### src/hdl/csw_fifo.sv
`timescale 1ns / 1ps
// ----------------------------------------------------------------------------
// Cosine-sum window queue
// Small register-based first-in first-out queue; the head is always visible.
// ----------------------------------------------------------------------------
module csw_fifo #(
  parameter int WIDTH = 8,
  parameter int DEPTH = 8
) (
  input  logic             clk,
  input  logic             rst,
  input  logic             push,
  input  logic [WIDTH-1:0] push_data,
  input  logic             pop,
  output logic [WIDTH-1:0] pop_data,
  output logic             empty
);

  localparam int PW = (DEPTH > 1) ? $clog2(DEPTH) : 1;
  localparam int CW = $clog2(DEPTH + 1);

  logic [WIDTH-1:0] mem [DEPTH];
  logic [PW-1:0]    wr_ptr;
  logic [PW-1:0]    rd_ptr;
  logic [CW-1:0]    count;

  // Storage write; the caller guarantees space by credit counting.
  always_ff @(posedge clk) begin
    if (push) begin
      mem[wr_ptr] <= push_data;
    end
  end

  // Pointers and fill level.
  always_ff @(posedge clk) begin
    if (rst) begin
      wr_ptr <= '0;
      rd_ptr <= '0;
      count  <= '0;
    end else begin
      if (push) begin
        wr_ptr <= (wr_ptr == PW'(DEPTH - 1)) ? '0 : wr_ptr + 1'b1;
      end
      if (pop && !empty) begin
        rd_ptr <= (rd_ptr == PW'(DEPTH - 1)) ? '0 : rd_ptr + 1'b1;
      end
      count <= count + CW'(push) - CW'(pop && !empty);
    end
  end

  assign empty    = (count == '0);
  assign pop_data = mem[rd_ptr];

endmodule

### config.mk
export PLATFORM = sky130hd
export DESIGN_NAME = csw_fifo
export DESIGN_NICKNAME = d
export VERILOG_FILES = /design/src/hdl/csw_fifo.sv
export SDC_FILE = /design/constraint.sdc
export NUM_CORES = 1
export LEC_CHECK = 0
export ABC_AREA = 0
export BUFFER_PORTS_ARGS = -buffer_cell sky130_fd_sc_hd__buf_2
export CAP_MARGIN = 20
export CORE_AREA = 3 3 112 92
export CTS_CLUSTER_DIAMETER = 60
export CTS_CLUSTER_SIZE = 16
export DETAILED_ROUTE_END_ITERATION = 12
export DIE_AREA = 0 0 115 95
export MAX_ROUTING_LAYER = met4
export SLEW_MARGIN = 25
export SYNTH_ARGS = -nofsm -noshare
export SYNTH_HDL_FRONTEND = slang
export SYNTH_SLANG_ARGS = --single-unit
### constraint.sdc
create_clock -name clk -period 2.1 [get_ports clk]
set_input_delay 0 -clock clk [delete_from_list [all_inputs] [get_ports clk]]
set_output_delay 0 -clock clk [all_outputs]
set_load 0.05 [all_outputs]
# ---- Word level (Yosys, flattened, before mapping)
# Memories as Yosys holds them, arrays and structs flattened. A register that Yosys moved wholly into a read port is not among the register bits.
# Index checks and enable logic that the tools add are counted.
dict set report word_totals {
  n_memories 1
  input_bits 12
  ram_bits 64
  wordCells 19
  out_inout_bits 9
  regBits 10
}
# memory depth width rd rd_clocked_by_memory_dff wr line
set memory_table {}
lappend memory_table {mem 8 8 1 1 1 22} ;# logic [WIDTH-1:0] mem [DEPTH];
dict set report classes {
  mux 6
  add_sub_neg 4
  eq_ne 2
  n_reduce_logical 3
}
# op n
set op_table {}
lappend op_table {{$mux 3} 4}
lappend op_table {{$add 3x1->3 const B} 2}
lappend op_table {{$eq 3x3->1 const B} 2}
lappend op_table {{$add 4x1->4} 1}
lappend op_table {{$logic_not 4->1} 1}
lappend op_table {{$sub 4x1->4} 1}
lappend op_table {{$mux 1} 2}
lappend op_table {{$logic_and 1x1->1} 1}
lappend op_table {{$logic_not 1->1} 1}

# ---- Logic depth before layout (Yosys ltp)
# Gate-level depths: netlist (run 1).
dict set report logic_depth {
  ltp_word 5
  ltp_mapped 11
  mapped_depth_nobuf 11
}

# ---- Worst setup path before layout (run 1)
# No wires, ideal clock.
dict set report synth_timing {
  path_kind {reg2reg}
  start {register count[2]}
  end {register count[2]}
  slack_ps -459
  path_stages_with_launch 12
  required_time_ps 1972
  arrival_time_ps 2431
  setup_ps 128
  path_cell_list {dfxtp_1 inv_1 ha_1 or3b_2 inv_1 nor2_1 ha_1 inv_1 ha_1 fa_1 xnor2_1 nor2_1}
}
dict set report synth_via {
  elab_chain_cells 4
}
# item line
set synth_rtl {}
lappend synth_rtl {{start: declaration} 25} ;# logic [CW-1:0] count;
lappend synth_rtl {{start signal: assignment} 47} ;# count <= count + CW'(push) - CW'(pop && !empty);
lappend synth_rtl {{$logic_not 4->1} 51} ;# assign empty = (count == '0);
lappend synth_rtl {{net empty} 16} ;# output logic empty
lappend synth_rtl {{$logic_not 1->1} 47}
lappend synth_rtl {{$logic_and 1x1->1} 47}
lappend synth_rtl {{$sub 4x1->4} 47}
# The timed path passes the listed nets, and every way through them passes these cells.
# A chain may end at the register's enable or synchronous reset.

# ---- Worst setup path in the final report (run 1)
dict set report layout_timing {
  start {register count[2]}
  end {register count[1]}
}
dict set report layout_via {
  elab_chain_cells 4
}
# item line
set layout_rtl {}
lappend layout_rtl {{$logic_not 4->1} 51}
lappend layout_rtl {{$logic_not 1->1} 47}
lappend layout_rtl {{$logic_and 1x1->1} 47}
lappend layout_rtl {{$sub 4x1->4} 47}
# Every way passes these cells.

==> implementation parameters, run 1 <==
Parameter                              Value

Routing
  Vias/cell    4.674
  Routed wire length    5354 µm
  First-iteration detailed-routing DRC count    77
  Routed vias    1589
  Residual DRC count    0
  Detail Route Antenna Nets    0
  Total iterations of the first detailed-routing run    4
  Per-cell routed wire length    15.75 µm

Floorplan
  I/O pin cnt    21
  Width of the chip    115 µm
  Num rows    31
  Starting density of the core    34.20%
  Die outline height    95 µm
  Die area    10930 µm²
  Core Box Area    9154 µm²

Run status
  Outcome    complete, but fails checks
  Violated checks    setup timing

Setup path
  Setup slack on the worst flop-to-flop path    -0.08 ns
  Reg2Reg Launch Point    count[2]$_SDFF_PP0_
  Cell family contributing the most delay on the critical path    adder cells
  Nature of the critical path endpoint    register
  Type of the worst setup path    register to register
  Crit path largest cell delay    0.52 ns
  Arrival time worst endpoint    2.45 ns
  Endpoint of the worst-slack reg-to-reg timing path    count[1]$_SDFF_PP0_
  Worst-path cell with the longest stage delay    fa_2
  Cell count along the critical path    10
  Critical path startpoint category    register
  Crit path max fanout    2
  Reg2reg path depth    10
  Worst Path Buf+Inv    3
  Worst setup path startpoint    count[2]$_SDFF_PP0_
  Required time of the critical path    2.37 ns
  Critical-path cell list    inv_2 -> ha_1 -> or3b_4 -> clkinvlp_4 -> nor2_1 -> ha_1 -> inv_2 -> ha_4 -> fa_2 -> nor2b_4
  Setup crit end    count[1]$_SDFF_PP0_

Clocking
  Clock Sink Count    77
  Later-pin clock latency in the skew report    0.32 ns
  Largest buffer count on any clock path    2
  Total clock buffers created by CTS    9
  Total number of H-tree levels    3
  Clock root cell    clkbuf_16
  CTS tree    built
  Post-CTS clock slew at the launch and capture registers of the worst setup and hold paths    0.06 ns

Final layout
  P&R area growth vs syn    24.18%
  Layout cells sized above 1    31.56%
  Number of fill cells in the layout    820
  Commonest non-fill, non-tap cell in the layout    edfxtp_1
  Highest-count cells in the layout ignoring fill and taps    64 x edfxtp_1, 20 x buf_2, 16 x buf_4
  Number of nets in the finished design    242
  Post-layout util    42.47%
  Diodes inserted    0

Synth
  Number of library cell types mapped by synthesis    28
  Top post-synthesis cells by area    edfxtp_1 61%, mux4_1 13%, dfxtp_1 8.3%
  Post-synthesis cell count    167
  Synth top area share    61.39%
  Sequential area share after synthesis    69.70%
  Post-Synthesis Net Count    189
  Flops & latches, synth    77
  Post-synth design cell area    3131 µm²
  Synth area leader    edfxtp_1
  Avg Inst Size Synth    18.75 µm²
  Yosys warning count    0

Global routing
  Total routing resource utilization after global routing    11.07%
  Number of antenna violations at the first check in global routing    0
  Aggregate global routing overflow    0
  Via count of the first global-routing pass    1595
  Largest net degree at the start of global routing    17
  Wire length of the first global-routing pass    8424 µm

Run
  Max-capacitance violation count    0

Timing
  Setup clock skew after layout    0.006112 ns
  Final-report hold violation count    0
  Peak clock frequency supported by timing    0.4586 GHz
  Final max-slew violation count    0
  Slew headroom    67.97%
  Post-route worst setup slack    -0.08043 ns
  Final period util    103.8%
  Setup repair after global routing missed its margin    true
  Tmin final    2.180 ns
  Slew @ Worst Pin    0.4797 ns
  # setup viols final    2

Place
  Global placement routability congestion    0.6708
  Port buffer count    20
  Half-perimeter wire length of the detailed placement result    3376 µm

Power
  Ratio of total power to cell area    1090 nW/µm²
  Overall power of the completed layout    4237 µW
  Worst IR drop on VDD    0.0003795 V
  Total leakage power    0.001370 µW

Worst hold path
  Min-delay worst type    input pin to register
==> repair_timing <==
| item | in CTS | in global routing |
|---|---|---|
| resized for setup | 0 | 7 |
| endpoints found under the hold margin | 71 | 0 |
| hold buffers | 12 | 0 |
| setup buffers | 2 | 1 |
| pin swaps | 0 | 2 |
| endpoints found under the setup margin | 2 | 2 |
==> cell usage after synthesis (all sizes together) <==
master	n
a21oi	6
a31o	1
buf	4
clkbuf	2
dfxtp	13
edfxtp	64
fa	1
ha	9
inv	8
mux2	8
mux2i	1
mux4	16
nand2	2
nand2b	6
nand3	2
nand3b	1
nand4b	1
nor2	10
nor2b	3
nor3	2
o21ai	4
or3b	1
or4	1
xnor2	1
==> routing by layer <==
metal  wire length (µm)  GRT usage, %
met1               2544         14.20
met4                 63         4.399
met3                202         3.459
met5                  0             -
met2               2544         16.43
==> registers in the layout, indices dropped and copies added (netlist names), named ones only <==
signal and count:
mem 64, count 4, rd_ptr 3, wr_ptr 3
==> where the power goes <==
part	internal, µW	switching [µW]	total (µW)
combinational	475	560	1040
sequential	1740	55.3	1790
clock	812	597	1410
total	3020	1210	4240
==> worst register-to-register path: stages (launching register included) <==
cell	delay (ns)
dfxtp_2	0.31
inv_2	0.05
ha_1	0.12
or3b_4	0.39
clkinvlp_4	0.08
nor2_1	0.04
ha_1	0.28
inv_2	0.04
ha_4	0.16
fa_2	0.52
nor2b_4	0.13
==> area by class of cell <==
class                           instances  area [µm²]  share of cell area [%]
Clock buffer                            9       225.2                   5.793
Sequential cell                        77        2183                   56.16
Tap cell                              115       143.9                   3.701
Clock inverter                          7       60.06                   1.545
Inverter                                8       33.78                  0.8690
Multi-Input combinational cell         76       900.9                   23.17
Timing Repair Buffer                   48       340.3                   8.754
==> logic make-up after synthesis <==
| family | synth area share, % |
|---|---|
| AO/OA/AOI/OAI | 1.879 |
| XOR/XNOR | 0.2798 |
| adder cells (fa/ha/maj) | 4.237 |
| buffers and inverters | 2.478 |
| flip-flops | 69.70 |
| multiplexers | 16.51 |
| AND/OR/NAND/NOR | 4.917 |
==> metrics by stage <==
| step | instances | area (µm²) | setup slack, ns | TNS, ns | hold WS, ns |
|---|---|---|---|---|---|
| floorplan | 167 | 3139 | -0.1880 | -0.3702 | 0.09887 |
| global placement | 309 | 3433 | -0.03192 | -0.04940 | 0.2689 |
| detailed placement | 309 | 3433 | -0.04037 | -0.06363 | 0.2756 |
| CTS | 339 | 3854 | -0.05121 | -0.08548 | 0.4685 |
| global route | 340 | 3887 | -0.1520 | -0.2533 | 0.5018 |
| finish | 340 | 3887 | -0.08043 | -0.1011 | 0.4825 |
==> how the worst min path moves through the flow <==
stage | from | end | slack [ns] | cells after the start
6_report | rst | count[0]$_SDFF_PP0_ | 0.48 | 3
5_1_grt | rst | count[0]$_SDFF_PP0_ | 0.50 | 3
4_1_cts | rst | count[0]$_SDFF_PP0_ | 0.47 | 3
3_5_place_dp | push_data[1] | mem[7][1]$_DFFE_PP_ | 0.28 | 1
3_3_place_gp | push_data[3] | mem[3][3]$_DFFE_PP_ | 0.27 | 1
2_1_floorplan | push_data[0] | mem[0][0]$_DFFE_PP_ | 0.1 | 0
Power figures use the tool's default switching activity.
==> inputs of run 2 (changes only) <==
--- a/config.mk
+++ b/config.mk
@@ -8,12 +8,13 @@
 export ABC_AREA = 0
 export BUFFER_PORTS_ARGS = -buffer_cell sky130_fd_sc_hd__buf_2
 export CAP_MARGIN = 20
-export CORE_AREA = 3 3 112 92
+export CORE_AREA = 3 3 91 76
 export CTS_CLUSTER_DIAMETER = 60
 export CTS_CLUSTER_SIZE = 16
 export DETAILED_ROUTE_END_ITERATION = 12
-export DIE_AREA = 0 0 115 95
+export DIE_AREA = 0 0 94 79
 export MAX_ROUTING_LAYER = met4
+export PLACE_DENSITY = 0.71
 export SLEW_MARGIN = 25
 export SYNTH_ARGS = -nofsm -noshare
 export SYNTH_HDL_FRONTEND = slang
==> implementation parameters, run 2 (synthesis results as in run 1) <==
Parameter                              Value

Clocking
  CTS tree    built
  Later-pin clock latency in the skew report    0.34 ns (+0.02 ns)
  Clock Sink Count    77 (unchanged)
  Total number of H-tree levels    3 (unchanged)
  Post-CTS clock slew at the launch and capture registers of the worst setup and hold paths    0.08 ns (+0.02 ns)
  Total clock buffers created by CTS    9 (unchanged)
  Clock root cell    clkbuf_8
  Largest buffer count on any clock path    2 (unchanged)

Timing
  Setup repair after global routing missed its margin    true
  Final period util    105.1% (+1.3 points)
  # setup viols final    2 (unchanged)
  Final-report hold violation count    0 (unchanged)
  Tmin final    2.208 ns (+0.02761 ns)
  Final max-slew violation count    0 (unchanged)
  Post-route worst setup slack    -0.1080 ns (-0.02761 ns)
  Slew headroom    70.80% (+2.8 points)
  Sum of negative setup slack    -0.1382 ns (-0.03708 ns)
  Slew @ Worst Pin    0.4374 ns (-0.04231 ns)
  Setup clock skew after layout    0.006972 ns (+0.0008604 ns)
  Peak clock frequency supported by timing    0.4529 GHz (-1.3%)

Final layout
  Post-layout util    63.85% (+21 points)
  Count of non-filler cells in the finished layout    306 (-10%)
  Number of nets in the finished design    242 (unchanged)
  Register area    2185 µm² (about the same)
  Leading registers by flop count    mem: 64 flops, count: 4 flops
  Layout cells sized above 1    32.44% (+0.89 points)
  Number of fill cells in the layout    424 (-48%)
  Register bank with the most flops    mem
  Area occupied by multi-input gates    918.4 µm² (+1.9%)
  Commonest non-fill, non-tap cell in the layout    edfxtp_1
  Number of flip-flops in the largest register    64 (unchanged)
  Highest-count cells in the layout ignoring fill and taps    64 x edfxtp_1, 20 x buf_2, 15 x mux4_1, 15 x dlygate4sd3_1, 12 x buf_4
  Diodes inserted    0 (unchanged)
  P&R area growth vs syn    21.22%
  Final design area excluding fillers    3795 µm² (-2.4%)

Floorplan
  Core Box Area    5943 µm² (-35%)
  Starting density of the core    52.67% (+18 points)
  Die outline height    79 µm (-17%)
  Num rows    25 (-19%)
  Width of the chip    94 µm (-18%)
  I/O pin cnt    21 (unchanged)
  Die area    7426 µm² (-32%)

Power
  Worst IR drop on VDD    0.0005422 V (+43%)
  Overall power of the completed layout    3974 µW (-6.2%)
  Total leakage power    0.001363 µW (-0.52%)
  Ratio of total power to cell area    1047 nW/µm² (-3.9%)

Place
  Port buffer count    20 (unchanged)
  Global placement routability congestion    0.6936 (+3.4%)
  Number of instances in the placed design    274 (-11%)
  Half-perimeter wire length of the detailed placement result    3518 µm (+4.2%)
  Placed cell areas    3383 µm² (-1.5%)

Setup path
  Worst Path Buf+Inv    3 (unchanged)
  Worst-path cell with the longest stage delay    fa_2
  Reg2Reg Launch Point    count[2]$_SDFF_PP0_
  Required time of the critical path    2.39 ns (+0.02 ns)
  Worst setup path startpoint    count[2]$_SDFF_PP0_
  Nature of the critical path endpoint    register
  Arrival time worst endpoint    2.49 ns (+0.04 ns)
  Crit path max fanout    2 (unchanged)
  Crit path largest cell delay    0.54 ns (+0.02 ns)
  Reg2reg path depth    10 (unchanged)
  Type of the worst setup path    register to register
  Cell family contributing the most delay on the critical path    adder cells
  Endpoint of the worst-slack reg-to-reg timing path    count[1]$_SDFF_PP0_
  Setup slack on the worst flop-to-flop path    -0.11 ns (-0.03 ns)
  Critical-path cell list    inv_2 -> ha_4 -> or3b_4 -> clkinvlp_4 -> nor2_2 -> ha_1 -> inv_2 -> ha_4 -> fa_2 -> nor2b_4
  Critical path startpoint category    register

Worst hold path
  Min-delay worst type    input pin to register
  Cell count of the worst hold path    3 (unchanged)
  Hold worst-path end    count[3]$_SDFF_PP0_
  Min-Delay Startpoint    rst

Routing
  Routed vias    1654 (+4.1%)
  Detail Route Antenna Nets    0 (unchanged)
  Per-cell routed wire length    18.23 µm (+16%)
  Routed wire length    5579 µm (+4.2%)
  Residual DRC count    0 (unchanged)
  Total iterations of the first detailed-routing run    4 (unchanged)
  Vias/cell    5.405 (+16%)
  First-iteration detailed-routing DRC count    99 (+29%)

Global routing
  Largest net degree at the start of global routing    17 (unchanged)
  Aggregate global routing overflow    0 (unchanged)
  Number of antenna violations at the first check in global routing    0 (unchanged)
  Wire length of the first global-routing pass    8907 µm (+5.7%)
  Total routing resource utilization after global routing    17.19% (+6.1 points)
  Via count of the first global-routing pass    1826 (+14%)

Run status
  Violated checks    setup timing
  Outcome    complete, but fails checks

Run
  Max-capacitance violation count    0 (unchanged)
run 2: cell types whose count changed in the layout (fill, tap and decap cells not counted), moves of 2 or more:
cell and change:
inv_6 +2, inv_1 -2, buf_4 -4, inv_2 +2, clkbuf_8 +9, clkinvlp_4 -3, clkbuf_16 -9, dlygate4sd3_1 +3
run 2: per-stage QoR:
step | worst slack (ns) | hold WS [ns]
global route | -0.1732 | 0.1273
CTS | -0.07725 | 0.08560
floorplan | -0.1880 | 0.09887
finish | -0.1080 | 0.09734
global placement | 0.005143 | 0.2538
detailed placement | -0.08058 | 0.2736
run 2: worst register-to-register path: cells and delay by family (launching register included):
family / cells / cell delay [ns]
adder cells (fa/ha/maj): 4 / 1.09
buffers and inverters: 3 / 0.20
flip-flops: 1 / 0.32
AND/OR/NAND/NOR: 3 / 0.55
run 2: layout make-up:
cell class	count	area share [%]
sequential	77	57.57
multi-input combinational	76	24.20
timing repair buffer	48	9.265
clock buffer	9	3.264
tap	81	2.671
clock inverter	7	2.143
inverter	8	0.8902
run 2: report_power, final:
part / switching [µW] / leakage, µW / internal, µW
Sequential: 55.9 / 0.000689 / 1740
Clock: 557 / 0.000106 / 567
Combinational: 576 / 0.000569 / 483
Total: 1190 / 0.00136 / 2780
run 2: how the worst max path moves through the flow:
stage | to | depth (start not counted)
CTS | count[1]$_SDFF_PP0_ | 10
finish | count[1]$_SDFF_PP0_ | 10
detailed placement | count[2]$_SDFF_PP0_ | 11
floorplan | count[2]$_SDFF_PP0_ | 11
global placement | count[2]$_SDFF_PP0_ | 11
global route | count[1]$_SDFF_PP0_ | 10
run 2: layer usage:
| metal | vias up | part of all wire (%) | global-route usage (%) |
|---|---|---|---|
| met5 | - | 0 | - |
| met3 | 13 | 3.8 | 4.924 |
| met2 | 39 | 53 | 27.50 |
| met4 | 0 | 2.2 | 8.225 |
| met1 | 833 | 41 | 20.20 |
| li1 | 769 | - | - |
run 2: timing repair:
action	4_1_cts	5_1_grt
hold endpoints to repair	76	0
hold buffers	15	0
resized for setup	2	12
pin swaps	0	3
endpoints found under the setup margin	2	7
gates cloned	0	0
setup buffers	0	1
==> inputs of run 3 (changes only) <==
--- a/config.mk
+++ b/config.mk
@@ -9,6 +9,7 @@
 export BUFFER_PORTS_ARGS = -buffer_cell sky130_fd_sc_hd__buf_2
 export CAP_MARGIN = 20
 export CORE_AREA = 3 3 91 76
+export CTS_BUF_LIST = sky130_fd_sc_hd__clkbuf_16
 export CTS_CLUSTER_DIAMETER = 60
 export CTS_CLUSTER_SIZE = 16
 export DETAILED_ROUTE_END_ITERATION = 12
==> implementation parameters, run 3 (synthesis results as in run 1) <==
Parameter                              Value

Final layout
  Number of fill cells in the layout    416 (-1.9%)
  Layout cells sized above 1    33.18% (+0.74 points)
  Commonest non-fill, non-tap cell in the layout    edfxtp_1
  Count of non-filler cells in the finished layout    304 (-0.65%)
  Register bank with the most flops    mem
  Final design area excluding fillers    3879 µm² (+2.2%)
  P&R area growth vs syn    23.90%
  Highest-count cells in the layout ignoring fill and taps    64 x edfxtp_1, 20 x buf_2, 15 x mux4_1
  Leading registers by flop count    mem: 64 flops, count: 4 flops
  Number of flip-flops in the largest register    64 (unchanged)
  Number of nets in the finished design    240 (-0.83%)
  Diodes inserted    0 (unchanged)
  Post-layout util    65.26% (+1.4 points)

Run status
  Outcome    complete, but fails checks
  Violated checks    setup timing

Floorplan
  I/O pin cnt    21 (unchanged)
  Core Box Area    5943 µm² (unchanged)
  Die outline height    79 µm (unchanged)
  Die area    7426 µm² (unchanged)
  Num rows    25 (unchanged)
  Width of the chip    94 µm (unchanged)
  Starting density of the core    52.67% (unchanged)

Timing
  Tmin final    2.173 ns (-0.03517 ns)
  Final max-slew violation count    0 (unchanged)
  # setup viols final    2 (unchanged)
  Sum of negative setup slack    -0.1229 ns (+0.01529 ns)
  Slew @ Worst Pin    0.4235 ns (-0.01395 ns)
  Worst hold margin    0.02522 ns (-0.07211 ns)
  Post-route worst setup slack    -0.07286 ns (+0.03517 ns)
  Peak clock frequency supported by timing    0.4602 GHz (+1.6%)
  Final-report hold violation count    0 (unchanged)
  Slew headroom    71.73% (+0.93 points)
  Setup repair after global routing missed its margin    true
  Setup clock skew after layout    0.003766 ns (-0.003206 ns)
  Final period util    103.5% (-1.7 points)

Worst hold path
  Min-delay worst type    input pin to register
  Min-Delay Startpoint    pop

Setup path
  Nature of the critical path endpoint    register
  Arrival time worst endpoint    2.44 ns (-0.05 ns)
  Worst setup path startpoint    count[3]$_SDFF_PP0_
  Reg2Reg Launch Point    count[3]$_SDFF_PP0_
  Required time of the critical path    2.37 ns (-0.02 ns)
  Critical path startpoint category    register
  Type of the worst setup path    register to register
  Crit path max fanout    2 (unchanged)

Power
  Total leakage power    0.001391 µW (+2.1%)
  Ratio of total power to cell area    1139 nW/µm² (+8.8%)
  Worst IR drop on VDD    0.0007600 V (+40%)

Global routing
  Total routing resource utilization after global routing    17.64% (+0.45 points)
  Aggregate global routing overflow    0 (unchanged)
  Via count of the first global-routing pass    1822 (-0.22%)
  Number of antenna violations at the first check in global routing    0 (unchanged)
  Wire length of the first global-routing pass    9032 µm (+1.4%)
  Largest net degree at the start of global routing    17 (unchanged)

Routing
  Residual DRC count    0 (unchanged)
  Routed wire length    5610 µm (+0.56%)
  Routed vias    1647 (-0.42%)
  Total iterations of the first detailed-routing run    4 (unchanged)
  First-iteration detailed-routing DRC count    62 (-37%)
  Detail Route Antenna Nets    0 (unchanged)
  Vias/cell    5.418 (+0.23%)
  Per-cell routed wire length    18.45 µm (+1.2%)

Clocking
  Total number of H-tree levels    3 (unchanged)
  Post-CTS clock slew at the launch and capture registers of the worst setup and hold paths    0.06 ns (-0.02 ns)
  CTS tree    built
  Largest buffer count on any clock path    2 (unchanged)
  Clock Sink Count    77 (unchanged)
  Clock root cell    clkbuf_16
  Later-pin clock latency in the skew report    0.33 ns (about the same)
  Total clock buffers created by CTS    9 (unchanged)

Place
  Half-perimeter wire length of the detailed placement result    3518 µm (unchanged)
  Number of instances in the placed design    274 (unchanged)
  Placed cell areas    3383 µm² (unchanged)
  Port buffer count    20 (unchanged)
  Global placement routability congestion    0.6936 (unchanged)

Run
  Max-capacitance violation count    0 (unchanged)
-- run 3: power breakdown --
part,internal (µW),switching (µW)
logic,474,600
clock network,937,615
registers,1740,53.7
-- run 3: path summary, 6_finish.rpt --
check | to | slack (ns) | cells past startpoint
hold / removal | rd_ptr[2]$_SDFFE_PP0N_ | 0.03 | 3
hold reg to reg | register | 0.55 | 2
setup reg to reg | count[1]$_SDFF_PP0_ | -0.07 | 10
setup / recovery | count[1]$_SDFF_PP0_ | -0.07 | 10
-- run 3: layout make-up --
cell class              count  area [µm²]  share of cell area, %
multi-input cells          76       927.1                  23.90
well taps                  81       101.3                  2.613
inverters                   8       33.78                 0.8710
flip-flops and latches     77        2185                  56.32
clock buffers               9       225.2                  5.806
clock inverters             7       81.33                  2.097
repair buffers             46       325.3                  8.387
-- run 3: per-stage QoR --
step / setup slack (ns) / power (µW)
final: -0.07286 / 4419
after global routing: -0.1341 / 4609
after CTS: -0.07730 / 4312
after detailed placement: -0.08058 / 2728
after global placement: 0.005143 / 2664
after floorplan: -0.1880 / 2508
-- run 3: worst max-delay path, stage by stage (launching register included) --
cell        delay (ns)
dfxtp_2           0.31
inv_2             0.07
ha_4              0.12
or3b_4            0.39
clkinvlp_4        0.09
nor2_2            0.03
ha_1              0.28
inv_2             0.04
ha_4              0.15
fa_2              0.51
nor2b_1           0.12
-- run 3: per-layer routing --
metal,vias up,part of all wire (%),global-route usage (%)
met5,-,0,-
met2,42,51,28.28
met3,15,5.1,4.830
met1,818,41,20.46
met4,0,2.8,9.235
li1,772,-,-
-- run 3: repair_timing --
action                                  in CTS  in global routing
gates cloned                                 0                  0
resized for setup                            2                 12
buffers inserted                             0                  2
endpoints found under the setup margin       2                  3
pin swaps                                    0                  3
endpoints found under the hold margin       72                  0
hold buffers                                12                  0
