===== src/hdl/csw_pkg.sv =====
`timescale 1ns / 1ps
// ----------------------------------------------------------------------------
// Cosine-sum window package
// Shared types, constants and the quarter-wave cosine table function.
// ----------------------------------------------------------------------------
package csw_pkg;

  // Default table depth and output fraction width.
  localparam int COS_TABLE_DEPTH_DEF = 256;
  localparam int FRACTION_BITS_DEF   = 16;

  // Queue depths on either side of the cosine unit.
  localparam int MID_DEPTH = 32;
  localparam int OUT_DEPTH = 8;

  // pi/2 in Q2.30, used to place the table samples.
  localparam longint unsigned HALF_PI_Q30 = 64'd1686629713;

  // Configuration register indexes.
  typedef enum logic [2:0] {
    REG_WINDOW_LENGTH = 3'd0,
    REG_COEFF_ZERO    = 3'd1,
    REG_COEFF_ONE     = 3'd2,
    REG_COEFF_TWO     = 3'd3,
    REG_COEFF_THREE   = 3'd4
  } reg_index_t;

  localparam logic [16:0] WINDOW_LENGTH_RST = 17'd1024;
  localparam logic [15:0] COEFF_ZERO_RST    = 16'd23511;
  localparam logic [15:0] COEFF_ONE_RST     = 16'd32001;
  localparam logic [15:0] COEFF_TWO_RST     = 16'd9259;
  localparam logic [15:0] COEFF_THREE_RST   = 16'd765;

  // Item between the phase unit and the cosine unit.
  typedef struct packed {
    logic        err;
    logic [15:0] phase;
  } mid_item_t;

  // Finished result.
  typedef struct packed {
    logic        err;
    logic [16:0] value;
  } out_item_t;

  // Cosine magnitude in Q1.15 of an angle x in Q2.30 radians (Taylor series).
  function automatic logic [15:0] cos_entry(input longint unsigned x);
    longint unsigned x2;
    longint unsigned term;
    longint          sum;
    longint unsigned scaled;
    begin
      x2   = (x * x) >> 30;
      term = 64'd1 << 30;
      sum  = longint'(term);
      term = ((term * x2) >> 30) / 2;   sum = sum - longint'(term);
      term = ((term * x2) >> 30) / 12;  sum = sum + longint'(term);
      term = ((term * x2) >> 30) / 30;  sum = sum - longint'(term);
      term = ((term * x2) >> 30) / 56;  sum = sum + longint'(term);
      term = ((term * x2) >> 30) / 90;  sum = sum - longint'(term);
      term = ((term * x2) >> 30) / 132; sum = sum + longint'(term);
      term = ((term * x2) >> 30) / 182; sum = sum - longint'(term);
      term = ((term * x2) >> 30) / 240; sum = sum + longint'(term);
      term = ((term * x2) >> 30) / 306; sum = sum - longint'(term);
      if (sum < 0) begin
        sum = 0;
      end
      scaled = ((longint'(sum) * 64'd32768) + (64'd1 << 29)) >> 30;
      return scaled[15:0];
    end
  endfunction

endpackage


===== src/hdl/csw_front.sv =====
`timescale 1ns / 1ps
// ----------------------------------------------------------------------------
// Cosine-sum window phase unit
// Checks the index against the window length and works out the phase
// floor(i * 65536 / N) with a pipelined restoring divider, one bit a stage.
// ----------------------------------------------------------------------------
module csw_front (
  input  logic               clk,
  input  logic               rst,
  input  logic               in_valid,
  input  logic [15:0]        in_index,
  input  logic [16:0]        window_length,
  output logic               out_valid,
  output csw_pkg::mid_item_t out_item
);

  localparam int STAGES = 16;

  logic        valid [STAGES+1];
  logic        err   [STAGES+1];
  logic [16:0] rem   [STAGES+1];
  logic [15:0] quot  [STAGES+1];

  // Entry stage: range check and the initial remainder.
  always_ff @(posedge clk) begin
    if (rst) begin
      valid[0] <= 1'b0;
    end else begin
      valid[0] <= in_valid;
    end
  end

  always_ff @(posedge clk) begin
    err[0]  <= ({1'b0, in_index} >= window_length);
    rem[0]  <= {1'b0, in_index};
    quot[0] <= '0;
  end

  // Divider stages: each shifts the remainder and yields one quotient bit.
  for (genvar s = 1; s <= STAGES; s++) begin : g_div
    logic [17:0] rem2;
    logic        ge;
    logic [17:0] diff;

    assign rem2 = {rem[s-1], 1'b0};
    assign ge   = (rem2 >= {1'b0, window_length});
    assign diff = rem2 - {1'b0, window_length};

    always_ff @(posedge clk) begin
      if (rst) begin
        valid[s] <= 1'b0;
      end else begin
        valid[s] <= valid[s-1];
      end
    end

    always_ff @(posedge clk) begin
      err[s]  <= err[s-1];
      rem[s]  <= ge ? diff[16:0] : rem2[16:0];
      quot[s] <= {quot[s-1][14:0], ge};
    end
  end

  assign out_valid      = valid[STAGES];
  assign out_item.err   = err[STAGES];
  assign out_item.phase = quot[STAGES];

endmodule


===== config.mk =====
export PLATFORM = sky130hd
export DESIGN_NAME = csw_front
export DESIGN_NICKNAME = d
export VERILOG_FILES = /design/src/hdl/csw_pkg.sv /design/src/hdl/csw_front.sv
export SDC_FILE = /design/constraint.sdc
export NUM_CORES = 1
export LEC_CHECK = 0
export ABC_AREA = 0
export BUFFER_PORTS_ARGS = -buffer_cell sky130_fd_sc_hd__clkbuf_2
export CAP_MARGIN = 15
export CORE_ASPECT_RATIO = 2
export CORE_MARGIN = 3
export CORE_UTILIZATION = 40
export CTS_BUF_LIST = sky130_fd_sc_hd__clkbuf_4 sky130_fd_sc_hd__clkbuf_8
export DETAILED_ROUTE_END_ITERATION = 7
export PLACE_DENSITY_LB_ADDON = 0.3
export RECOVER_POWER = 25
export SYNTH_ARGS = -nofsm -noshare
export SYNTH_HDL_FRONTEND = slang
export SYNTH_SLANG_ARGS = --single-unit

===== constraint.sdc =====
create_clock -name clk -period 3.4 [get_ports clk]
set_clock_uncertainty 0.15 [all_clocks]
set_input_delay 0.34 -clock clk [delete_from_list [all_inputs] [get_ports clk]]
set_output_delay 0.34 -clock clk [all_outputs]
set_load 0.01 [all_outputs]

Word level (Yosys, flattened, before mapping) --
Memory sizes are Yosys's and may differ from the RTL's. Index checks and enable logic that the tools add are counted.
Storage, ports and cells: memory bits (writable) 595, word-level logic and storage cells 90, memories 4, output and inout bits 18, register bits 0
Memories:
- rem | depth 17, bits a word 17, rd ports 16, clocked after memory_dff 0, write ports 17, line csw_front.sv:21 | logic [16:0] rem [STAGES+1];
- quot | depth 17, bits a word 16, rd ports 17, clocked after memory_dff 0, write ports 17, line csw_front.sv:22 | logic [15:0] quot [STAGES+1];
- err | depth 17, bits a word 1, rd ports 17, clocked after memory_dff 0, write ports 17, line csw_front.sv:20 | logic err [STAGES+1];
- valid | depth 17, bits a word 1, rd ports 17, clocked after memory_dff 0, write ports 17, line csw_front.sv:19 | logic valid [STAGES+1];
Operators by class: order comparisons 17, bitwise gates (word level) 17, add/sub/neg operators 16, multiplexer cells 36
Operators with widths (count):
- $ge A18 B17 Y1 | 16
- $mux W17 | 16
- $sub A17 B17 Y17 | 16
- $mux W1 | 20
- $ge A16 B17 Y1 | 1
- $or A1 B1 Y1 | 17

Longest topological paths before layout --
Gate-level depths: netlist (run 1).
depth after elaboration 3, mapped depth 12

Least setup slack after synthesis (run 1) --
No wires, ideal clock.
path type input-to-reg, from in window_length[2], to mem rem[1][9] (netlist: rem[0][26]), slack 0.325 ns, stages 11, required time 3.129 ns, library setup time 0.121 ns, data arrival time 2.804 ns, cells stage by stage inv_1 > ha_1 > nor2b_1 > o21ai_0 > nand2b_1 > a221o_2 > o21ai_1 > a2111oi_2 > o22ai_4 > buf_6 > mux2_2
RTL lines:
- start, declared | line csw_front.sv:12 | input logic [16:0] window_length,
- end, declared | line csw_front.sv:21

==> impl_metrics.json, run 1 <==
{
  "timing.rr.start": "rem[0][52]",
  "route.vias.total": 20100,
  "synth_area_sq_um": 24300,
  "yosysTopAreaCell": "dfxtp_1",
  "cts_tree": "built",
  "synth_nets": 2928,
  "maxSlewHeadroom_pct": 58.0,
  "worst_pin_slew_ns": 0.627,
  "setup_ws_ns": 0.136,
  "hp-class": "in -> reg",
  "crit_path_end_kind": "register",
  "async_reset_ff_share_pct": 0,
  "drc": 0,
  "clk_latency_ns": 0.65,
  "grt_first_pass_wirelength_microns": 108000,
  "tns_ns": 0,
  "fin_nets": 3133,
  "most-common-layout-cells": "dfxtp_1 (441), ha_1 (287), a21oi_1 (245)",
  "syn_inst": 2590,
  "routed_wl_microns": 69200,
  "critPathMaxStageDelay_ns": 0.53,
  "start_kind": "input pin",
  "crit_fanout": 19,
  "crit_top_cell": "buf_4",
  "seqPwrFrac_pct": 29.3,
  "dieArea_sq_um": 63900,
  "powerDensity_nw_per_um2": 1100,
  "first_global_vias": 21000,
  "path_cells": "dlygate4sd3_1, clkbuf_2, buf_12, buf_4, fa_1, nand2b_1, a21boi_1, o21ai_1, a311oi_1, nor4_1, a211oi_4, buf_4, nor2_1, a21oi_1",
  "synth_top_area_share_pct": 36.4,
  "synth_warnings": 0,
  "clock_path_buffers": 3,
  "pre_cts_ws_ns": -0.0374,
  "gp_congestion": 0.935,
  "grt_setup_unrepaired": "no",
  "vias_per_cell": 5.57,
  "critPathArrivalTime_ns": 3.62,
  "ios": 54,
  "detail-route-antenna-nets": 0,
  "pwr-share-comb_pct": 54.6,
  "p_int_mw": 18.4,
  "maxCapViolCount": 0,
  "grt_overflow": 0,
  "synth.distinct_cells": 92,
  "synth_area_leaders": "dfxtp_1 (36%), ha_1 (15%), a21oi_1 (5.0%)",
  "synth_edf_count": 0,
  "die_h_microns": 354,
  "antenna_found_initial": 1,
  "crit_path_top_delay_cell": "dlygate4sd3_1",
  "pwr-share-clk_pct": 16.1,
  "outcome": "completed",
  "fmaxAchievable_ghz": 0.306,
  "path_delay_family": "compound AO/OA/AOI/OAI gates",
  "port_buffers": 53,
  "post-route-util_pct": 46.8,
  "drive_gt1_share_pct": 15.2,
  "fillCellCount": 5731,
  "design.core.area_sq_um": 60100,
  "syn2layout_area_growth_pct": 15.7,
  "ys_seq_elements": 441,
  "synth_ff_type": "dfxtp_1",
  "h-tree-depth": 3,
  "grt.total_usage_pct": 21.2,
  "post-route-period-util_pct": 96.0,
  "crit_required_ns": 3.75,
  "min_from": "window_length[1]",
  "path_clk_slew_ns": 0.06,
  "cp-startpoint": "window_length[0]",
  "worstPathBufferInverterCount": 5,
  "dieWidth_microns": 180,
  "initial_core_util_pct": 40.4,
  "num_rows": 127,
  "cts-root-buf": "clkbuf_8",
  "dp_hpwl_microns": 52700,
  "path_class": "in -> reg",
  "final_common_cell": "dfxtp_1",
  "hold_viol_final": 0,
  "setup_viol": 0,
  "drt-initial-drc-count": 1005,
  "wl_per_cell_microns": 19.1,
  "cts_num_sinks": 441,
  "p_leak_nw": 12.4,
  "min_period_ns": 3.26,
  "grt_start_max_net_pins": 35,
  "swShare_pct": 40.5,
  "cts_setup_buffers": 0,
  "p_total_mw": 30.9,
  "slew_viol_final": 0,
  "syn_area_per_cell_sq_um": 9.38,
  "synth-seq-area-share_pct": 36.4,
  "ir_drop_mv": 0.565,
  "firstDrtPassIters": 6,
  "cts_made_buffers": 68,
  "power.switching_mw": 12.5
}
[sequential cells by signal, summed over array words and instances, names as in the netlist]
register / count
err: 17
quot: 136
rem: 271
valid: 17
[worst min-delay path, delay by kind of cell]
family	cells	cell delay (ns)
fa+ha+maj	1	0.20
compound gates	1	0.09
buf+inv	1	0.21
[Yosys cell counts, types with 8 or more instances]
master	instances
clkbuf_1	21
xnor2_1	107
buf_2	14
a21o_1	79
o21ai_1	8
nand3_1	37
dfxtp_1	441
inv_1	90
mux2_2	94
o21a_1	39
o31ai_1	26
nor3_1	51
a211oi_1	23
o211ai_1	18
nand2_1	166
nor2_1	212
a21boi_0	10
and2_1	15
nand4_1	27
a31o_2	9
a2111oi_0	8
a211o_1	8
or3_1	15
a21boi_1	8
a31oi_1	23
a21oi_1	245
mux2i_1	10
fa_1	15
xor2_1	77
o31a_1	9
or2_2	11
o21ai_0	135
ha_1	287
o21bai_1	10
nand2b_1	35
nor2b_1	59
and4_1	9
and3_1	17
[layout make-up]
cell class | instances | area [sq um] | share of cell area, %
Inverter | 92 | 345 | 1.23
Clock inverter | 17 | 200 | 0.713
Multi-Input combinational cell | 2015 | 14900 | 53.1
Timing Repair Buffer | 177 | 1490 | 5.32
Antenna cell | 1 | 2.50 | 0.00891
Sequential cell | 441 | 8830 | 31.4
Tap cell | 774 | 968 | 3.45
Clock buffer | 102 | 1340 | 4.75
[layer usage]
metal / up-vias / part of all wire (%) / global-route usage (%)
met4: 0 / 11 / 19.5
met3: 310 / 3.5 / 3.14
met2: 537 / 53 / 40.5
li1: 9800 / - / -
met5: - / 0 / 0
met1: 9501 / 33 / 18.6
[power by group through the flow]
| stage | Sequential, mW | Combinational (mW) | Clock [mW] |
|---|---|---|---|
| finish | 9.04 | 16.9 | 4.98 |
| global route | 9.25 | 18.7 | 5.36 |
| CTS | 9.07 | 16.8 | 5.16 |
| detailed placement | 9.16 | 16.7 | 0 |
| global placement | 9.16 | 16.3 | 0 |
| floorplan | 8.45 | 12.7 | 0 |
[cell families after synthesis]
| group | after synthesis | share of synthesized area (%) |
|---|---|---|
| compound gates | 724 | 19.5 |
| mux | 118 | 5.53 |
| flops | 441 | 36.4 |
| fa+ha+maj | 302 | 16.0 |
| simple gates | 687 | 13.7 |
| buf+inv | 134 | 2.33 |
| xor+xnor | 184 | 6.64 |
[timing repair]
| action | 4_1_cts | 5_1_grt |
|---|---|---|
| resized for setup | 0 | 3 |
| endpoints found under the hold margin | 37 | 0 |
| hold buffers | 20 | 0 |
| setup endpoints to repair | 0 | 5 |
[final timing paths]
| check | depth (start not counted) | slack, ns | endpoint |
|---|---|---|---|
| setup / recovery | 14 | 0.14 | rem[0][164] |
| setup reg to reg | 9 | 0.46 | rem[0][84] |
| hold / removal | 3 | 0.12 | rem[0][239] |
| hold reg to reg | 0 | 0.16 | quot[7][3] |
[metrics by stage]
step / area, sq um / instances / hold slack, ns
2_1_floorplan: 24300 / 2590 / 0.160
3_3_place_gp: 26300 / 3479 / 0.160
3_5_place_dp: 26300 / 3479 / 0.162
4_1_cts: 28100 / 3618 / 0.0961
5_1_grt: 28100 / 3619 / 0.131
6_report: 28100 / 3619 / 0.124
Power figures use the tool's default switching activity.
==> run 2, diff against run 1 <==
--- a/config.mk
+++ b/config.mk
@@ -13,7 +13,7 @@
 export CORE_UTILIZATION = 40
 export CTS_BUF_LIST = sky130_fd_sc_hd__clkbuf_4 sky130_fd_sc_hd__clkbuf_8
 export DETAILED_ROUTE_END_ITERATION = 7
-export PLACE_DENSITY_LB_ADDON = 0.3
+export PLACE_DENSITY = 0.61
 export RECOVER_POWER = 25
 export SYNTH_ARGS = -nofsm -noshare
 export SYNTH_HDL_FRONTEND = slang
==> constraint.sdc (replaced) <==
create_clock -name clk -period 3.7 [get_ports clk]
set_clock_uncertainty 0.15 [all_clocks]
set_input_delay 0.37 -clock clk [delete_from_list [all_inputs] [get_ports clk]]
set_output_delay 0.37 -clock clk [all_outputs]
set_load 0.01 [all_outputs]
==> run 2 against run 1 <==
Via count down 1.4%. Final cell count down 0.55%. Worst hold slack better by 0.029 ns. Critical endpoint is now rem[0][162]. Power down 8.4%. Flip-flop and latch count unchanged. First-iteration DRC count down 10%. Count of clock-buffer cells in the layout up 5. Critical path depth down 1. Final area down 0.97%. Largest cell class unchanged. Routed wire length up 0.63%. Global-route usage up 0.19 points.
==> impl_metrics.json, run 2 (synthesis results as in run 1) <==
{
  "crit_fanout": 13,
  "num_rows": 127,
  "largest_register_ffs": 271,
  "setup_viol": 0,
  "first_global_vias": 21000,
  "reg.largest.list": "rem: 271 flops, quot: 136 flops",
  "crit_required_ns": 4.12,
  "dieArea_sq_um": 63900,
  "swShare_pct": 41.0,
  "worstPathBufferInverterCount": 4,
  "cts-root-buf": "clkbuf_8",
  "grt_first_pass_wirelength_microns": 108000,
  "antenna_found_initial": 1,
  "crit_top_cell": "buf_4",
  "path_class": "in -> reg",
  "port_buffers": 53,
  "most-common-layout-cells": "dfxtp_1 (441), ha_1 (287), a21oi_1 (245)",
  "tns_ns": 0,
  "fillCellCount": 5785,
  "p_int_mw": 16.7,
  "holdWs_ns": 0.154,
  "fmaxAchievable_ghz": 0.288,
  "seqPwrFrac_pct": 29.4,
  "powerDensity_nw_per_um2": 1020,
  "start_kind": "input pin",
  "detail-route-antenna-nets": 0,
  "pwr-share-comb_pct": 53.5,
  "pwr-share-clk_pct": 17.0,
  "hp-class": "reg -> reg",
  "syn2layout_area_growth_pct": 14.6,
  "dp_hpwl_microns": 53000,
  "drive_gt1_share_pct": 14.4,
  "grt.total_usage_pct": 21.4,
  "final_common_cell": "dfxtp_1",
  "grt_overflow": 0,
  "routed_wl_microns": 69600,
  "multiInputGateArea_sq_um": 14900,
  "post-route-period-util_pct": 93.8,
  "critPathArrivalTime_ns": 3.89,
  "dieWidth_microns": 180,
  "ios": 54,
  "cts_tree": "built",
  "p_leak_nw": 12.2,
  "grt_start_max_net_pins": 34,
  "outcome": "completed",
  "maxCapViolCount": 0,
  "p_total_mw": 28.3,
  "vias_per_cell": 5.52,
  "initial_core_util_pct": 40.4,
  "h-tree-depth": 3,
  "grt_setup_unrepaired": "no",
  "cts_setup_buffers": 0,
  "path_cells": "dlygate4sd3_1, clkbuf_2, buf_4, fa_1, nand2b_1, a21boi_1, o21ai_1, a311oi_1, nor4_1, a211oi_4, buf_4, nor2_1, a21oi_1",
  "setup_ws_ns": 0.231,
  "ir_drop_mv": 0.530,
  "slew_viol_final": 0,
  "seqCellArea_sq_um": 8830,
  "worst_pin_slew_ns": 0.841,
  "ctsResizeCount": 0,
  "route.vias.total": 19900,
  "maxSlewHeadroom_pct": 43.9,
  "clock_path_buffers": 3,
  "path_clk_slew_ns": 0.07,
  "die_h_microns": 354,
  "crit_path_top_delay_cell": "a211oi_4",
  "wl_per_cell_microns": 19.3,
  "cts_num_sinks": 441,
  "design.core.area_sq_um": 60100,
  "drc": 0,
  "clk_latency_ns": 0.70,
  "min_period_ns": 3.47,
  "power.switching_mw": 11.6,
  "crit_path_end_kind": "register",
  "hold_viol_final": 0,
  "cts_made_buffers": 71,
  "firstDrtPassIters": 7,
  "path_delay_family": "compound AO/OA/AOI/OAI gates",
  "gp_congestion": 0.899,
  "regMostFlops": "rem",
  "drt-initial-drc-count": 902,
  "critPathMaxStageDelay_ns": 0.61,
  "pre_cts_ws_ns": 0.0962,
  "fin_nets": 3105
}
run 2: cell types whose count changed in the layout (fill, tap and decap cells not counted), sizes merged:
cell | previous run | this run
diode | 1 | 2
clkinv | 9 | 12
clkbuf | 155 | 160
buf | 104 | 72
dlygate4sd3 | 20 | 21
clkinvlp | 2 | 4
run 2: area by class of cell:
cell class                 count  area share [%]
multi-input combinational   2015            53.6
clock buffer                 107            4.98
sequential                   441            31.7
timing repair buffer         146            4.03
clock inverter                22           0.949
tap                          774            3.48
antenna                        2          0.0180
inverter                      92            1.24
run 2: what timing repair did:
| action | in CTS | in global routing |
|---|---|---|
| endpoints found under the hold margin | 37 | 0 |
| hold buffers | 21 | 0 |
| endpoints found under the setup margin | 0 | 1 |
run 2: power by group through the flow:
stage	sequential, mW	clock (mW)	combinational (mW)
finish	8.32	4.82	15.1
global route	8.51	5.18	16.8
CTS	8.35	5.00	15.1
detailed placement	8.43	0	15.0
global placement	8.43	0	14.7
floorplan	7.77	0	11.7
run 2: final timing paths:
path	from	endpoint	slack, ns	cells past startpoint
setup / recovery	window_length[1]	rem[0][162]	0.23	13
hold / removal	quot[15][5]	quot[16][6]	0.15	0
setup reg to reg	rem[0][187]	rem[0][216]	0.39	10
hold reg to reg	quot[15][5]	quot[16][6]	0.15	0
run 2: metal layers:
metal  track usage (%)  vias to the layer above  wire length [microns]
met3              3.86                      279                   2640
li1                  -                     9743                      -
met4              17.8                        0                   6440
met2              41.4                      539                  37400
met5                 0                        -                      0
met1              18.7                     9300                  23100
run 2: metrics by stage:
stage	std cells	utilization, %	instance area, sq um
floorplan	2590	-	24300
CTS	3597	46.3	27800
finish	3599	46.3	27800
global route	3598	46.3	27800
detailed placement	3447	43.2	26000
global placement	3447	43.2	26000
run 2: worst register-to-register path, stage by stage, from the launching register on:
cell and delay (ns):
dfxtp_1 0.33, inv_1 0.09, fa_1 0.41, nand2b_1 0.17, a21boi_1 0.19, o21ai_0 0.14, and3_1 0.24, o31ai_4 0.27
a211oi_2 0.12, nor2_2 0.66, mux2_2 0.42
==> run 3, diff against run 2 <==
--- a/config.mk
+++ b/config.mk
@@ -6,14 +6,14 @@
 export NUM_CORES = 1
 export LEC_CHECK = 0
 export ABC_AREA = 0
-export BUFFER_PORTS_ARGS = -buffer_cell sky130_fd_sc_hd__clkbuf_2
 export CAP_MARGIN = 15
 export CORE_ASPECT_RATIO = 2
 export CORE_MARGIN = 3
-export CORE_UTILIZATION = 40
+export CORE_UTILIZATION = 45
 export CTS_BUF_LIST = sky130_fd_sc_hd__clkbuf_4 sky130_fd_sc_hd__clkbuf_8
 export DETAILED_ROUTE_END_ITERATION = 7
-export PLACE_DENSITY = 0.61
+export DONT_BUFFER_PORTS = 1
+export PLACE_DENSITY = 0.66
 export RECOVER_POWER = 25
 export SYNTH_ARGS = -nofsm -noshare
 export SYNTH_HDL_FRONTEND = slang
==> run 3 against run 2 <==
First-iteration DRC count is 7.9% lower. Via count is 0.70% lower. Non-clock buffer count is 71 lower. Count of clock-buffer cells in the layout is 3 lower. Critical endpoint is now rem[0][102]. Largest power group unchanged. Critical path depth shrank 1. Final area fell by 1.9%. Sequential power rose by 1%. Sequential share of layout area is 0.60 points higher.
==> impl_metrics.json, run 3 (synthesis results as in run 1) <==
{
  "powerDensity_nw_per_um2": 1030,
  "first_global_vias": 20700,
  "dp_cells": 3264,
  "min_period_ns": 3.52,
  "pwr-share-clk_pct": 16.5,
  "fmaxAchievable_ghz": 0.284,
  "pre_cts_ws_ns": 0.351,
  "die_h_microns": 335,
  "maxSlewHeadroom_pct": 44.8,
  "largest_register_ffs": 271,
  "swShare_pct": 41.2,
  "regMostFlops": "rem",
  "port_buffers": 0,
  "path_delay_family": "buffers and inverters",
  "crit_required_ns": 4.16,
  "antenna_found_initial": 2,
  "initial_core_util_pct": 45.8,
  "gp_congestion": 0.929,
  "setup_ws_ns": 0.183,
  "grt_first_pass_wirelength_microns": 107000,
  "crit_fanout": 22,
  "setup_viol": 0,
  "p_int_mw": 16.5,
  "path_clk_slew_ns": 0.07,
  "cts_made_buffers": 69,
  "path_class": "in -> reg",
  "worst_pin_slew_ns": 0.826,
  "final_cells": 3412,
  "dieArea_sq_um": 57000,
  "cts_num_sinks": 441,
  "hp-class": "in -> reg",
  "detail-route-antenna-nets": 0,
  "cts-root-buf": "clkbuf_8",
  "cts_setup_buffers": 0,
  "worstPathBufferInverterCount": 4,
  "slew_viol_final": 0,
  "clk_latency_ns": 0.66,
  "drive_gt1_share_pct": 12.2,
  "crit_path_end_kind": "register",
  "routed_wl_microns": 68800,
  "p_leak_nw": 11.9,
  "crit_path_top_delay_cell": "dlygate4sd3_1",
  "maxCapViolCount": 0,
  "design.core.area_sq_um": 53000,
  "most-common-layout-cells": "dfxtp_1 (441), ha_1 (287), a21oi_1 (245)",
  "firstDrtPassIters": 7,
  "hold_viol_final": 0,
  "critPathArrivalTime_ns": 3.97,
  "drc": 0,
  "route.vias.total": 19700,
  "fin_nets": 3032,
  "cts_tree": "built",
  "final_common_cell": "dfxtp_1",
  "holdWs_ns": 0.0989,
  "power.switching_mw": 11.6,
  "path_cells": "dlygate4sd3_1, buf_12, fa_1, nor2b_1, o21ai_1, a21boi_1, o21ai_1, a211o_1, a32oi_4, buf_4, and2_1, dlygate4sd3_1",
  "critPathMaxStageDelay_ns": 0.59,
  "ios": 54,
  "reg.largest.list": "rem: 271 flops, quot: 136 flops",
  "grt_start_max_net_pins": 29,
  "pwr-share-comb_pct": 53.6,
  "clock_path_buffers": 3,
  "min_from": "window_length[0]",
  "tns_ns": 0,
  "dp_hpwl_microns": 51200,
  "dieWidth_microns": 170,
  "drt-initial-drc-count": 831,
  "vias_per_cell": 5.78,
  "post-route-period-util_pct": 95.0,
  "start_kind": "input pin",
  "grt.total_usage_pct": 24.0,
  "outcome": "completed",
  "seqPwrFrac_pct": 29.9,
  "grt_setup_unrepaired": "no",
  "grt_overflow": 0,
  "ir_drop_mv": 0.598,
  "h-tree-depth": 3,
  "cp-startpoint": "window_length[0]",
  "wl_per_cell_microns": 20.2,
  "syn2layout_area_growth_pct": 12.4,
  "timing.rr.start": "rem[0][85]",
  "num_rows": 119
}
==> run 3: cell type report <==
| cell class | instances | area [sq um] |
|---|---|---|
| Clock buffer | 104 | 1340 |
| Clock inverter | 19 | 234 |
| Sequential cell | 441 | 8830 |
| Tap cell | 665 | 832 |
| Timing Repair Buffer | 75 | 818 |
| Antenna cell | 1 | 2.50 |
| Multi-Input combinational cell | 2015 | 14900 |
| Inverter | 92 | 345 |
| Fill cell | 4882 | 25700 |
==> run 3: repair_timing <==
action                     CTS  global route
gates resized for setup      0             1
hold buffers                24             0
hold endpoints to repair    65             0
setup endpoints to repair    0             1
==> run 3: metal layers <==
layer	share of wire [%]	wire, microns	track usage [%]
met4	8.7	5990	18.5
met2	54	37000	46.3
met3	3.9	2700	3.53
met1	34	23100	21.7
met5	0.019	13	0
==> run 3: per-stage QoR <==
step                      util [%]  instance area (sq um)  total power [mW]
after floorplan                  -                  24300              19.5
final                         51.5                  27300              28.1
after detailed placement      48.0                  25500              23.3
after global placement        48.0                  25500              23.0
after CTS                     51.5                  27300              28.2
after global routing          51.5                  27300              30.2
==> run 3: path summary, 6_finish.rpt <==
path                               endpoint  slack [ns]  cells after the start
worst min-delay path            rem[0][258]         0.1                      4
worst max-delay path            rem[0][102]        0.18                     12
worst min register to register   quot[9][2]        0.16                      0
worst max register to register  rem[0][102]        0.36                     11
==> run 3: power by group through the flow <==
stage / Combinational [mW] / Clock (mW) / Sequential (mW)
after floorplan: 11.7 / 0 / 7.77
after global placement: 14.5 / 0 / 8.51
after detailed placement: 14.8 / 0 / 8.50
after CTS: 15.0 / 4.78 / 8.42
after global routing: 16.7 / 4.97 / 8.57
final: 15.0 / 4.63 / 8.40
==> run 3: tightest hold or removal path: cells and delay by family <==
family	cells	cell delay [ns]
AND/OR/NAND/NOR	1	0.13
AO/OA/AOI/OAI	2	0.20
multiplexers	1	0.16
